`src/hw/rtl/dstq_pkg.sv`:
```
package dstq_pkg;

	localparam int MAX_TASKS = 16;
	localparam int IDX_W     = $clog2(MAX_TASKS);
	localparam int CNT_W     = $clog2(MAX_TASKS + 1);
	localparam int WORD_W    = 32;
	localparam int STATUS_W  = 2;
	localparam int TOTAL_W   = 5;

	localparam logic MODE_INSERT = 1'b0;
	localparam logic MODE_DELETE = 1'b1;

	localparam logic [STATUS_W-1:0] ST_DONE      = 2'd0;
	localparam logic [STATUS_W-1:0] ST_FULL      = 2'd1;
	localparam logic [STATUS_W-1:0] ST_NOT_FOUND = 2'd2;

	typedef struct packed {
		logic [WORD_W-1:0] task_id;
		logic [WORD_W-1:0] deadline;
		logic [WORD_W-1:0] created;
	} dstq_entry_t;

	typedef struct packed {
		logic              mode;
		logic [WORD_W-1:0] task_id;
		logic [WORD_W-1:0] deadline;
		logic [WORD_W-1:0] created_at;
	} dstq_op_t;

	typedef struct packed {
		logic             rd_en;
		logic [IDX_W-1:0] rd_addr;
		logic             wr_en;
		logic [IDX_W-1:0] wr_addr;
		dstq_entry_t      wr_data;
	} dstq_mem_cmd_t;

	typedef struct packed {
		logic                valid;
		logic [STATUS_W-1:0] status;
		logic                head_valid;
		dstq_entry_t         head;
		logic [TOTAL_W-1:0]  entry_total;
	} dstq_res_t;

endpackage

```
`src/hw/rtl/dstq_req_if.sv`:
```
interface dstq_req_if import dstq_pkg::*; ();
	logic              valid;
	logic              ready;
	logic              mode;
	logic [WORD_W-1:0] task_id;
	logic [WORD_W-1:0] deadline;
	logic [WORD_W-1:0] created_at;

	modport source (output valid, output mode, output task_id, output deadline,
		output created_at, input ready);
	modport sink (input valid, input mode, input task_id, input deadline,
		input created_at, output ready);
endinterface

```
`src/hw/rtl/dstq_rsp_if.sv`:
```
interface dstq_rsp_if import dstq_pkg::*; ();
	logic                valid;
	logic                ready;
	logic [STATUS_W-1:0] status;
	logic                head_valid;
	logic [WORD_W-1:0]   head_task_id;
	logic [WORD_W-1:0]   head_deadline;
	logic [WORD_W-1:0]   head_created_at;
	logic [TOTAL_W-1:0]  entry_total;

	modport source (output valid, output status, output head_valid, output head_task_id,
		output head_deadline, output head_created_at, output entry_total, input ready);
	modport sink (input valid, input status, input head_valid, input head_task_id,
		input head_deadline, input head_created_at, input entry_total, output ready);
endinterface

```
`src/hw/rtl/dstq_mem.sv`:
```
module dstq_mem import dstq_pkg::*; (
	input  logic          clk,
	input  dstq_mem_cmd_t cmd,
	output dstq_entry_t   rd_data
);

	dstq_entry_t mem [MAX_TASKS];

	always_ff @(posedge clk) begin
		if (cmd.wr_en) begin
			mem[cmd.wr_addr] <= cmd.wr_data;
		end
		if (cmd.rd_en) begin
			rd_data <= mem[cmd.rd_addr];
		end
	end

endmodule

```
`src/hw/rtl/dstq_seq.sv`:
```
module dstq_seq import dstq_pkg::*; (
	input  logic           clk,
	input  logic           arst_n,
	dstq_req_if.sink       req,
	output dstq_res_t      res,
	input  logic           res_ready,
	output dstq_mem_cmd_t  mem_cmd,
	input  dstq_entry_t    rd_data
);

	typedef enum logic [6:0] {
		S_IDLE  = 7'b0000001,
		S_START = 7'b0000010,
		S_ICMP  = 7'b0000100,
		S_IPUT  = 7'b0001000,
		S_DCMP  = 7'b0010000,
		S_HRD   = 7'b0100000,
		S_RES   = 7'b1000000
	} state_t;

	state_t              state_q, state_d;
	logic [CNT_W-1:0]    k_q, k_d;
	logic [CNT_W-1:0]    cnt_q, cnt_d;
	logic                found_q, found_d;
	logic [STATUS_W-1:0] status_q, status_d;
	dstq_op_t            op_q;

	dstq_entry_t         new_entry;
	logic [WORD_W-1:0]   cmp_key, cmp_ref;
	logic                cmp_eq, cmp_gt;
	logic [CNT_W-1:0]    cnt_m1, k_m1, k_m2, k_p1;
	logic                accept;

	assign accept    = req.valid && req.ready;
	assign new_entry = '{task_id: op_q.task_id, deadline: op_q.deadline,
		created: op_q.created_at};

	// shared comparator: deadline order on insert, id match on delete
	assign cmp_key = (op_q.mode == MODE_DELETE) ? rd_data.task_id : rd_data.deadline;
	assign cmp_ref = (op_q.mode == MODE_DELETE) ? op_q.task_id : op_q.deadline;
	assign cmp_eq  = (cmp_key == cmp_ref);
	assign cmp_gt  = (cmp_key > cmp_ref);

	assign cnt_m1 = cnt_q - CNT_W'(1);
	assign k_m1   = k_q - CNT_W'(1);
	assign k_m2   = k_q - CNT_W'(2);
	assign k_p1   = k_q + CNT_W'(1);

	always_comb begin
		state_d   = state_q;
		k_d       = k_q;
		cnt_d     = cnt_q;
		found_d   = found_q;
		status_d  = status_q;
		mem_cmd   = '0;
		req.ready = (state_q == S_IDLE);
		unique case (state_q)
			S_IDLE: begin
				if (req.valid) begin
					state_d  = S_START;
					found_d  = 1'b0;
					status_d = ST_DONE;
				end
			end
			S_START: begin
				if (op_q.mode == MODE_INSERT) begin
					if (cnt_q == CNT_W'(MAX_TASKS)) begin
						status_d = ST_FULL;
						state_d  = S_HRD;
					end else if (cnt_q == '0) begin
						k_d     = '0;
						state_d = S_IPUT;
					end else begin
						k_d             = cnt_q;
						mem_cmd.rd_en   = 1'b1;
						mem_cmd.rd_addr = cnt_m1[IDX_W-1:0];
						state_d         = S_ICMP;
					end
				end else begin
					if (cnt_q == '0) begin
						status_d = ST_NOT_FOUND;
						state_d  = S_HRD;
					end else begin
						k_d             = '0;
						mem_cmd.rd_en   = 1'b1;
						mem_cmd.rd_addr = '0;
						state_d         = S_DCMP;
					end
				end
			end
			S_ICMP: begin
				// walk from the tail, move later deadlines up one slot
				mem_cmd.wr_en   = 1'b1;
				mem_cmd.wr_addr = k_q[IDX_W-1:0];
				if (cmp_gt) begin
					mem_cmd.wr_data = rd_data;
					k_d             = k_m1;
					if (k_m1 == '0) begin
						state_d = S_IPUT;
					end else begin
						mem_cmd.rd_en   = 1'b1;
						mem_cmd.rd_addr = k_m2[IDX_W-1:0];
					end
				end else begin
					mem_cmd.wr_data = new_entry;
					cnt_d           = cnt_q + CNT_W'(1);
					state_d         = S_HRD;
				end
			end
			S_IPUT: begin
				mem_cmd.wr_en   = 1'b1;
				mem_cmd.wr_addr = k_q[IDX_W-1:0];
				mem_cmd.wr_data = new_entry;
				cnt_d           = cnt_q + CNT_W'(1);
				state_d         = S_HRD;
			end
			S_DCMP: begin
				// after the match, pull each entry down one slot
				if (found_q) begin
					mem_cmd.wr_en   = 1'b1;
					mem_cmd.wr_addr = k_m1[IDX_W-1:0];
					mem_cmd.wr_data = rd_data;
				end
				found_d = found_q | cmp_eq;
				if (k_p1 < cnt_q) begin
					mem_cmd.rd_en   = 1'b1;
					mem_cmd.rd_addr = k_p1[IDX_W-1:0];
					k_d             = k_p1;
				end else begin
					if (found_q || cmp_eq) begin
						cnt_d = cnt_m1;
					end else begin
						status_d = ST_NOT_FOUND;
					end
					state_d = S_HRD;
				end
			end
			S_HRD: begin
				mem_cmd.rd_en   = (cnt_q != '0);
				mem_cmd.rd_addr = '0;
				state_d         = S_RES;
			end
			S_RES: begin
				if (res_ready) begin
					state_d = S_IDLE;
				end
			end
			default: begin
				state_d = S_IDLE;
			end
		endcase
	end

	always_comb begin
		res.valid       = (state_q == S_RES);
		res.status      = status_q;
		res.head_valid  = (cnt_q != '0);
		res.head        = (cnt_q != '0) ? rd_data : '0;
		res.entry_total = TOTAL_W'(cnt_q);
	end

	always_ff @(posedge clk or negedge arst_n) begin
		if (!arst_n) begin
			state_q  <= S_IDLE;
			k_q      <= '0;
			cnt_q    <= '0;
			found_q  <= 1'b0;
			status_q <= ST_DONE;
		end else begin
			state_q  <= state_d;
			k_q      <= k_d;
			cnt_q    <= cnt_d;
			found_q  <= found_d;
			status_q <= status_d;
		end
	end

	always_ff @(posedge clk) begin
		if (accept) begin
			op_q <= '{mode: req.mode, task_id: req.task_id, deadline: req.deadline,
				created_at: req.created_at};
		end
	end

	a_cnt_bound: assert property (@(posedge clk) disable iff (!arst_n)
		cnt_q <= CNT_W'(MAX_TASKS))
		else $error("entry count above capacity");

	a_icmp_slot: assert property (@(posedge clk) disable iff (!arst_n)
		state_q == S_ICMP |-> (k_q != '0 && k_q <= cnt_q))
		else $error("insert scan slot out of range");

	a_dcmp_slot: assert property (@(posedge clk) disable iff (!arst_n)
		state_q == S_DCMP |-> k_q < cnt_q)
		else $error("delete scan slot out of range");

	a_full_status: assert property (@(posedge clk) disable iff (!arst_n)
		(state_q == S_RES && status_q == ST_FULL) |-> cnt_q == CNT_W'(MAX_TASKS))
		else $error("full status with free slots");

	a_count_step: assert property (@(posedge clk) disable iff (!arst_n)
		(state_q == S_RES && res_ready) |=> (state_q == S_IDLE && $stable(cnt_q)))
		else $error("count changed outside a request");

endmodule

```
`src/hw/rtl/deadline_sorted_task_queue.sv`:
```
// Earliest-deadline-first task queue of up to MAX_TASKS (16) entries kept in
// ascending deadline order; equal deadlines keep arrival order. Each request
// either inserts a task (dropped with status full when all slots are taken) or
// removes the first task with a matching id (status not found when absent),
// and returns one response with the status, the head task and the task count.
// One entry memory with a read port and a write port and one shared comparator
// do all the work, one entry per cycle: an insert walks from the tail over the
// entries with a later deadline, and a delete walks over every task held.
// The request channel is ready only while no request is in progress; the
// response sits in an output register, so the next request is taken while it
// waits to be read.
module deadline_sorted_task_queue import dstq_pkg::*; (
	input  logic      clk,
	input  logic      arst_n,
	dstq_req_if.sink  req,
	dstq_rsp_if.source rsp
);

	dstq_res_t     res;
	logic          res_ready;
	dstq_mem_cmd_t mem_cmd;
	dstq_entry_t   rd_data;

	logic          out_valid_q;
	dstq_res_t     out_q;

	dstq_seq u_seq (
		.clk       (clk),
		.arst_n    (arst_n),
		.req       (req),
		.res       (res),
		.res_ready (res_ready),
		.mem_cmd   (mem_cmd),
		.rd_data   (rd_data)
	);

	dstq_mem u_mem (
		.clk     (clk),
		.cmd     (mem_cmd),
		.rd_data (rd_data)
	);

	assign res_ready = !out_valid_q || rsp.ready;

	always_ff @(posedge clk or negedge arst_n) begin
		if (!arst_n) begin
			out_valid_q <= 1'b0;
		end else if (res_ready) begin
			out_valid_q <= res.valid;
		end
	end

	always_ff @(posedge clk) begin
		if (res_ready && res.valid) begin
			out_q <= res;
		end
	end

	assign rsp.valid           = out_valid_q;
	assign rsp.status          = out_q.status;
	assign rsp.head_valid      = out_q.head_valid;
	assign rsp.head_task_id    = out_q.head.task_id;
	assign rsp.head_deadline   = out_q.head.deadline;
	assign rsp.head_created_at = out_q.head.created;
	assign rsp.entry_total     = out_q.entry_total;

endmodule

```
`src/flat_wrapper.sv`:
```
// flat-port wrapper written by rule: the top's interface ports become plain ports
module deadline_sorted_task_queue_flat import dstq_pkg::*;
  (clk, arst_n, req_valid, req_mode, req_task_id, req_deadline, req_created_at, req_ready, rsp_valid, rsp_status, rsp_head_valid, rsp_head_task_id, rsp_head_deadline, rsp_head_created_at, rsp_entry_total, rsp_ready);
  dstq_req_if req_i ();
  dstq_rsp_if rsp_i ();
  input  logic clk;
  input  logic arst_n;
  input wire logic [$bits(req_i.valid)-1:0] req_valid;
  input wire logic [$bits(req_i.mode)-1:0] req_mode;
  input wire logic [$bits(req_i.task_id)-1:0] req_task_id;
  input wire logic [$bits(req_i.deadline)-1:0] req_deadline;
  input wire logic [$bits(req_i.created_at)-1:0] req_created_at;
  output wire logic [$bits(req_i.ready)-1:0] req_ready;
  output wire logic [$bits(rsp_i.valid)-1:0] rsp_valid;
  output wire logic [$bits(rsp_i.status)-1:0] rsp_status;
  output wire logic [$bits(rsp_i.head_valid)-1:0] rsp_head_valid;
  output wire logic [$bits(rsp_i.head_task_id)-1:0] rsp_head_task_id;
  output wire logic [$bits(rsp_i.head_deadline)-1:0] rsp_head_deadline;
  output wire logic [$bits(rsp_i.head_created_at)-1:0] rsp_head_created_at;
  output wire logic [$bits(rsp_i.entry_total)-1:0] rsp_entry_total;
  input wire logic [$bits(rsp_i.ready)-1:0] rsp_ready;
  assign req_i.valid = req_valid;
  assign req_i.mode = req_mode;
  assign req_i.task_id = req_task_id;
  assign req_i.deadline = req_deadline;
  assign req_i.created_at = req_created_at;
  assign req_ready = req_i.ready;
  assign rsp_valid = rsp_i.valid;
  assign rsp_status = rsp_i.status;
  assign rsp_head_valid = rsp_i.head_valid;
  assign rsp_head_task_id = rsp_i.head_task_id;
  assign rsp_head_deadline = rsp_i.head_deadline;
  assign rsp_head_created_at = rsp_i.head_created_at;
  assign rsp_entry_total = rsp_i.entry_total;
  assign rsp_i.ready = rsp_ready;
  deadline_sorted_task_queue u_core (.clk(clk), .arst_n(arst_n), .req(req_i), .rsp(rsp_i));
endmodule
```
`config.mk`:
```
export PLATFORM = sky130hd
export DESIGN_NAME = deadline_sorted_task_queue_flat
export DESIGN_NICKNAME = d
export VERILOG_FILES = /design/src/hw/rtl/dstq_pkg.sv /design/src/hw/rtl/dstq_req_if.sv /design/src/hw/rtl/dstq_rsp_if.sv /design/src/hw/rtl/dstq_mem.sv /design/src/hw/rtl/dstq_seq.sv /design/src/hw/rtl/deadline_sorted_task_queue.sv /design/src/flat_wrapper.sv
export SDC_FILE = /design/constraint.sdc
export NUM_CORES = 2
export LEC_CHECK = 0
export BUFFER_PORTS_ARGS = -buffer_cell sky130_fd_sc_hd__buf_2
export CORE_ASPECT_RATIO = 1.5
export CORE_MARGIN = 3
export CORE_UTILIZATION = 49
export CTS_BUF_LIST = sky130_fd_sc_hd__clkbuf_8
export DETAILED_ROUTE_END_ITERATION = 10
export PLACE_DENSITY = 0.72
export SLEW_MARGIN = 20
export SYNTH_ARGS = -nofsm -noshare
export SYNTH_HDL_FRONTEND = slang
export SYNTH_SLANG_ARGS = --single-unit
```
`constraint.sdc`:
```
create_clock -name clk -period 9.1 [get_ports clk]
set_clock_uncertainty 0.15 [all_clocks]
set_input_delay 1.365 -clock clk [delete_from_list [all_inputs] [get_ports clk]]
set_output_delay 1.365 -clock clk [all_outputs]
set_load 0.05 [all_outputs]
```
==> reports/results.ini <==
[pwr]
pwr-share-comb_pct = 23.1
intPower_mw = 15.24
swShare_pct = 30.24
power_density_nw_per_um2 = 265.9
power_frac_seq_pct = 47.8
p_switching_mw = 6.604
pwr-share-clk_pct = 29.1
peakVddDrop_uv = 229.8
p_leak_nw = 27.36

[sta]
setup_tns_ns = 0
rsz0062_at_grt = false
tightestPinTransition_ns = 1.209
fmax_mhz = 131.4
slew_viol_final = 0
setup_viol = 0
finalHoldViolations = 0
relSlewSlack_pct = 19.42
fin_crit_sh_pct = 83.60
fin_crit_ns = 7.608

[route]
ant_nets = 0
detail_route.iter0.violations = 5505
drc = 0
drt_wl_total_microns = 203500
viasPerCell = 6.497
first_pass_iters = 5
post_drt_wl_per_cell_microns = 30.13
vias = 43895

[synth]
synth_edf_count = 1833
ys_seq_elements = 1854
netlist_area_sq_um = 73660
ys_seq_area_share_pct = 75.44
postSynth.asyncResetShare_pct = 1.133
ys_types = 67
synth_nets = 4478
synthesis.instances = 4333
synth_ff_type = edfxtp_1
avgSynthCellArea_sq_um = 17.00
yosys_warnings = 0

[floorplanning]
die_h_microns = 480.9
ios = 207
rows = 173
die-area_sq_um = 155100
die_x_microns = 322.6
initial_utilization_pct = 49.54
core_region_area_sq_um = 148700

[place]
hpwl_microns = 108200
io_buffers = 206
gp_congestion = 0.8573

[setup_path]
critical_path_class = flip-flop to flip-flop
critPathArrivalTime_ns = 8.17
crit_start = u_core.u_seq.op_q[96]
cp_max_fo = 59
max_stage_delay_ns = 0.98
worstSetupEndpointType = flip-flop
required_ns = 9.66
start_kind = flip-flop
timing.rr.start = u_core.u_seq.op_q[96]
cp_common_cell = buf_4
crit_slowest_cell = edfxtp_1
path_cells = buf_4, mux2_2, ha_1, nand2_1, nor4_1, and3_1, a211oi_1, a21o_1, a221oi_2, nor2_1, nand2_4, buf_4, o221ai_1, or3_1
r2r_slack_ns = 1.49

[clock_tree]
worstSkewPairLatency_ns = 1.01
cts_buffers = 292
htreeDepth = 5
clkSinkCount = 1854
cts_resized = 0
clk_path_buf_depth = 4
tritoncts = yes
post_cts_buffers = 0
cts.clk_slew.worst_paths_ns = 0.07
postCtsHoldBufs = 0
cts-root-buf = clkbuf_8

[global_route]
grt_pass1_vias = 43633
use_met1_pct = 33.55
grtUsageTotal_pct = 25.81
grt_max_degree = 127
grt_util_met3_pct = 6.594
met2_usage_pct = 40.92
antenna_found_initial = 15
grt_overflow_total = 0
grt_first_pass_wirelength_microns = 291900
busiest_layer = met2

[final_layout]
drive_above_1_share_pct = 14.59
final_util_pct = 55.23
nets = 4778
area_growth_pct = 11.50
final_common_cell = edfxtp_1
most-common-layout-cells = edfxtp_1 (1833), mux2i_1 (681), clkbuf_8 (298)

[run]
max_cap_violations = 0

[min_path]
min_path_type = input port to asynchronous set/reset pin

[run_status]
status = finished clean

worst max-delay path, delay by kind of cell (launching register included):
family	cells	cell delay, ns
AOI/OAI and AO/OA	4	1.33
adders and majority gates	1	0.30
buffers and inverters	2	0.91
DFF	1	0.98
muxes	1	0.37
and+or+nand+nor	6	3.16
through the flow:
step           instances  area (sq um)  setup WS, ns  hold slack, ns  power (mW)
3_5_place_dp        6263         77050         1.773          0.2981       15.59
3_3_place_gp        6263         77050         1.957          0.3030       15.48
6_report            6756         82130         1.492          0.1704       21.84
2_1_floorplan       4333         73660         1.729          0.2711       14.12
4_1_cts             6748         82100         1.737          0.1006       21.86
5_1_grt             6751         82120         1.431          0.1657       22.66
cell usage after synthesis (all sizes together) (6+ instances only):
master / instances / area (sq um)
nand3: 133 / 665.6
o22a: 62 / 543.0
a22o: 96 / 840.8
a21oi: 158 / 790.8
o22ai: 258 / 1614
xor2: 6 / 52.55
mux2: 33 / 371.6
o21ai: 136 / 680.7
nor3: 10 / 50.05
a211oi: 6 / 45.04
inv: 10 / 37.54
nand4: 10 / 62.56
or3: 58 / 362.9
buf: 131 / 636.9
a22oi: 120 / 900.9
ha: 44 / 550.5
o221ai: 63 / 551.8
or4: 37 / 277.8
nand2b: 7 / 43.79
xnor2: 9 / 78.83
clkbuf: 148 / 555.5
and2: 101 / 631.9
edfxtp: 1833 / 55040
dfrtp: 20 / 500.5
mux2i: 681 / 6817
nor2: 49 / 183.9
nand2: 47 / 176.4
path summary, 6_finish.rpt:
path | end | cells past startpoint
max reg2reg | u_core.u_mem.rd_data[55] | 14
max in group asynchronous | u_core.u_seq.k_q[0] | 1
min in group clk | u_core.rsp.status[0] | 0
min reg2reg | u_core.rsp.status[0] | 0
max | u_core.u_mem.rd_data[55] | 14
min | u_core.u_seq.found_q | 1
power by group through the flow:
| stage | combinational [mW] | clock, mW | sequential [mW] |
|---|---|---|---|
| 6_report | 5.05 | 6.34 | 10.4 |
| 3_3_place_gp | 4.90 | 0 | 10.6 |
| 3_5_place_dp | 5.01 | 0 | 10.6 |
| 4_1_cts | 5.02 | 6.43 | 10.4 |
| 2_1_floorplan | 3.81 | 0 | 10.3 |
| 5_1_grt | 5.42 | 6.80 | 10.4 |
routing by layer:
layer | up-vias | part of all wire, %
met5 | - | 0.073
met2 | 2999 | 47
met4 | 6 | 4.4
met1 | 22139 | 37
li1 | 18183 | -
met3 | 568 | 12
kinds of logic (layout without fill, tap and decap cells):
family | Yosys count | count (layout) | share of synthesized area [%]
multiplexers | 714 | 714 | 9.758
AO/OA/AOI/OAI | 942 | 942 | 8.635
buffers and inverters | 289 | 780 | 1.670
other | 0 | 7 | 0
adder cells (fa/ha/maj) | 44 | 44 | 0.7473
XOR/XNOR | 15 | 15 | 0.1783
AND/OR/NAND/NOR | 475 | 475 | 3.575
flip-flops | 1854 | 1854 | 75.44
flip-flops by register name, summed over array words and instances (netlist names):
signal / count
u_core.rsp.head_task_id: 32
u_core.u_seq.state_q: 7
u_core.rsp.head_deadline: 32
u_core.u_seq.status_q: 2
u_core.rsp.head_created_at: 32
u_core.u_seq.new_entry: 96
u_core.rsp.entry_total: 5
u_core.rsp.valid: 1
u_core.u_seq.found_q: 1
u_core.u_mem.rd_data: 96
u_core.rsp.head_valid: 1
u_core.u_seq.k_q: 5
u_core.u_mem.mem: 1536
u_core.rsp.status: 2
u_core.u_seq.cnt_q: 5
u_core.u_seq.op_q: 1
final cells by class:
type,instances,area [sq um]
clock buffers,298,4101
well taps,1925,2409
repair buffers,285,1874
flip-flops and latches,1854,55570
multi-input cells,2190,17170
inverters,10,38.79
diodes,7,17.52
clock inverters,187,948.4
fillers,11299,66570
(Power assumes the default switching activity.)
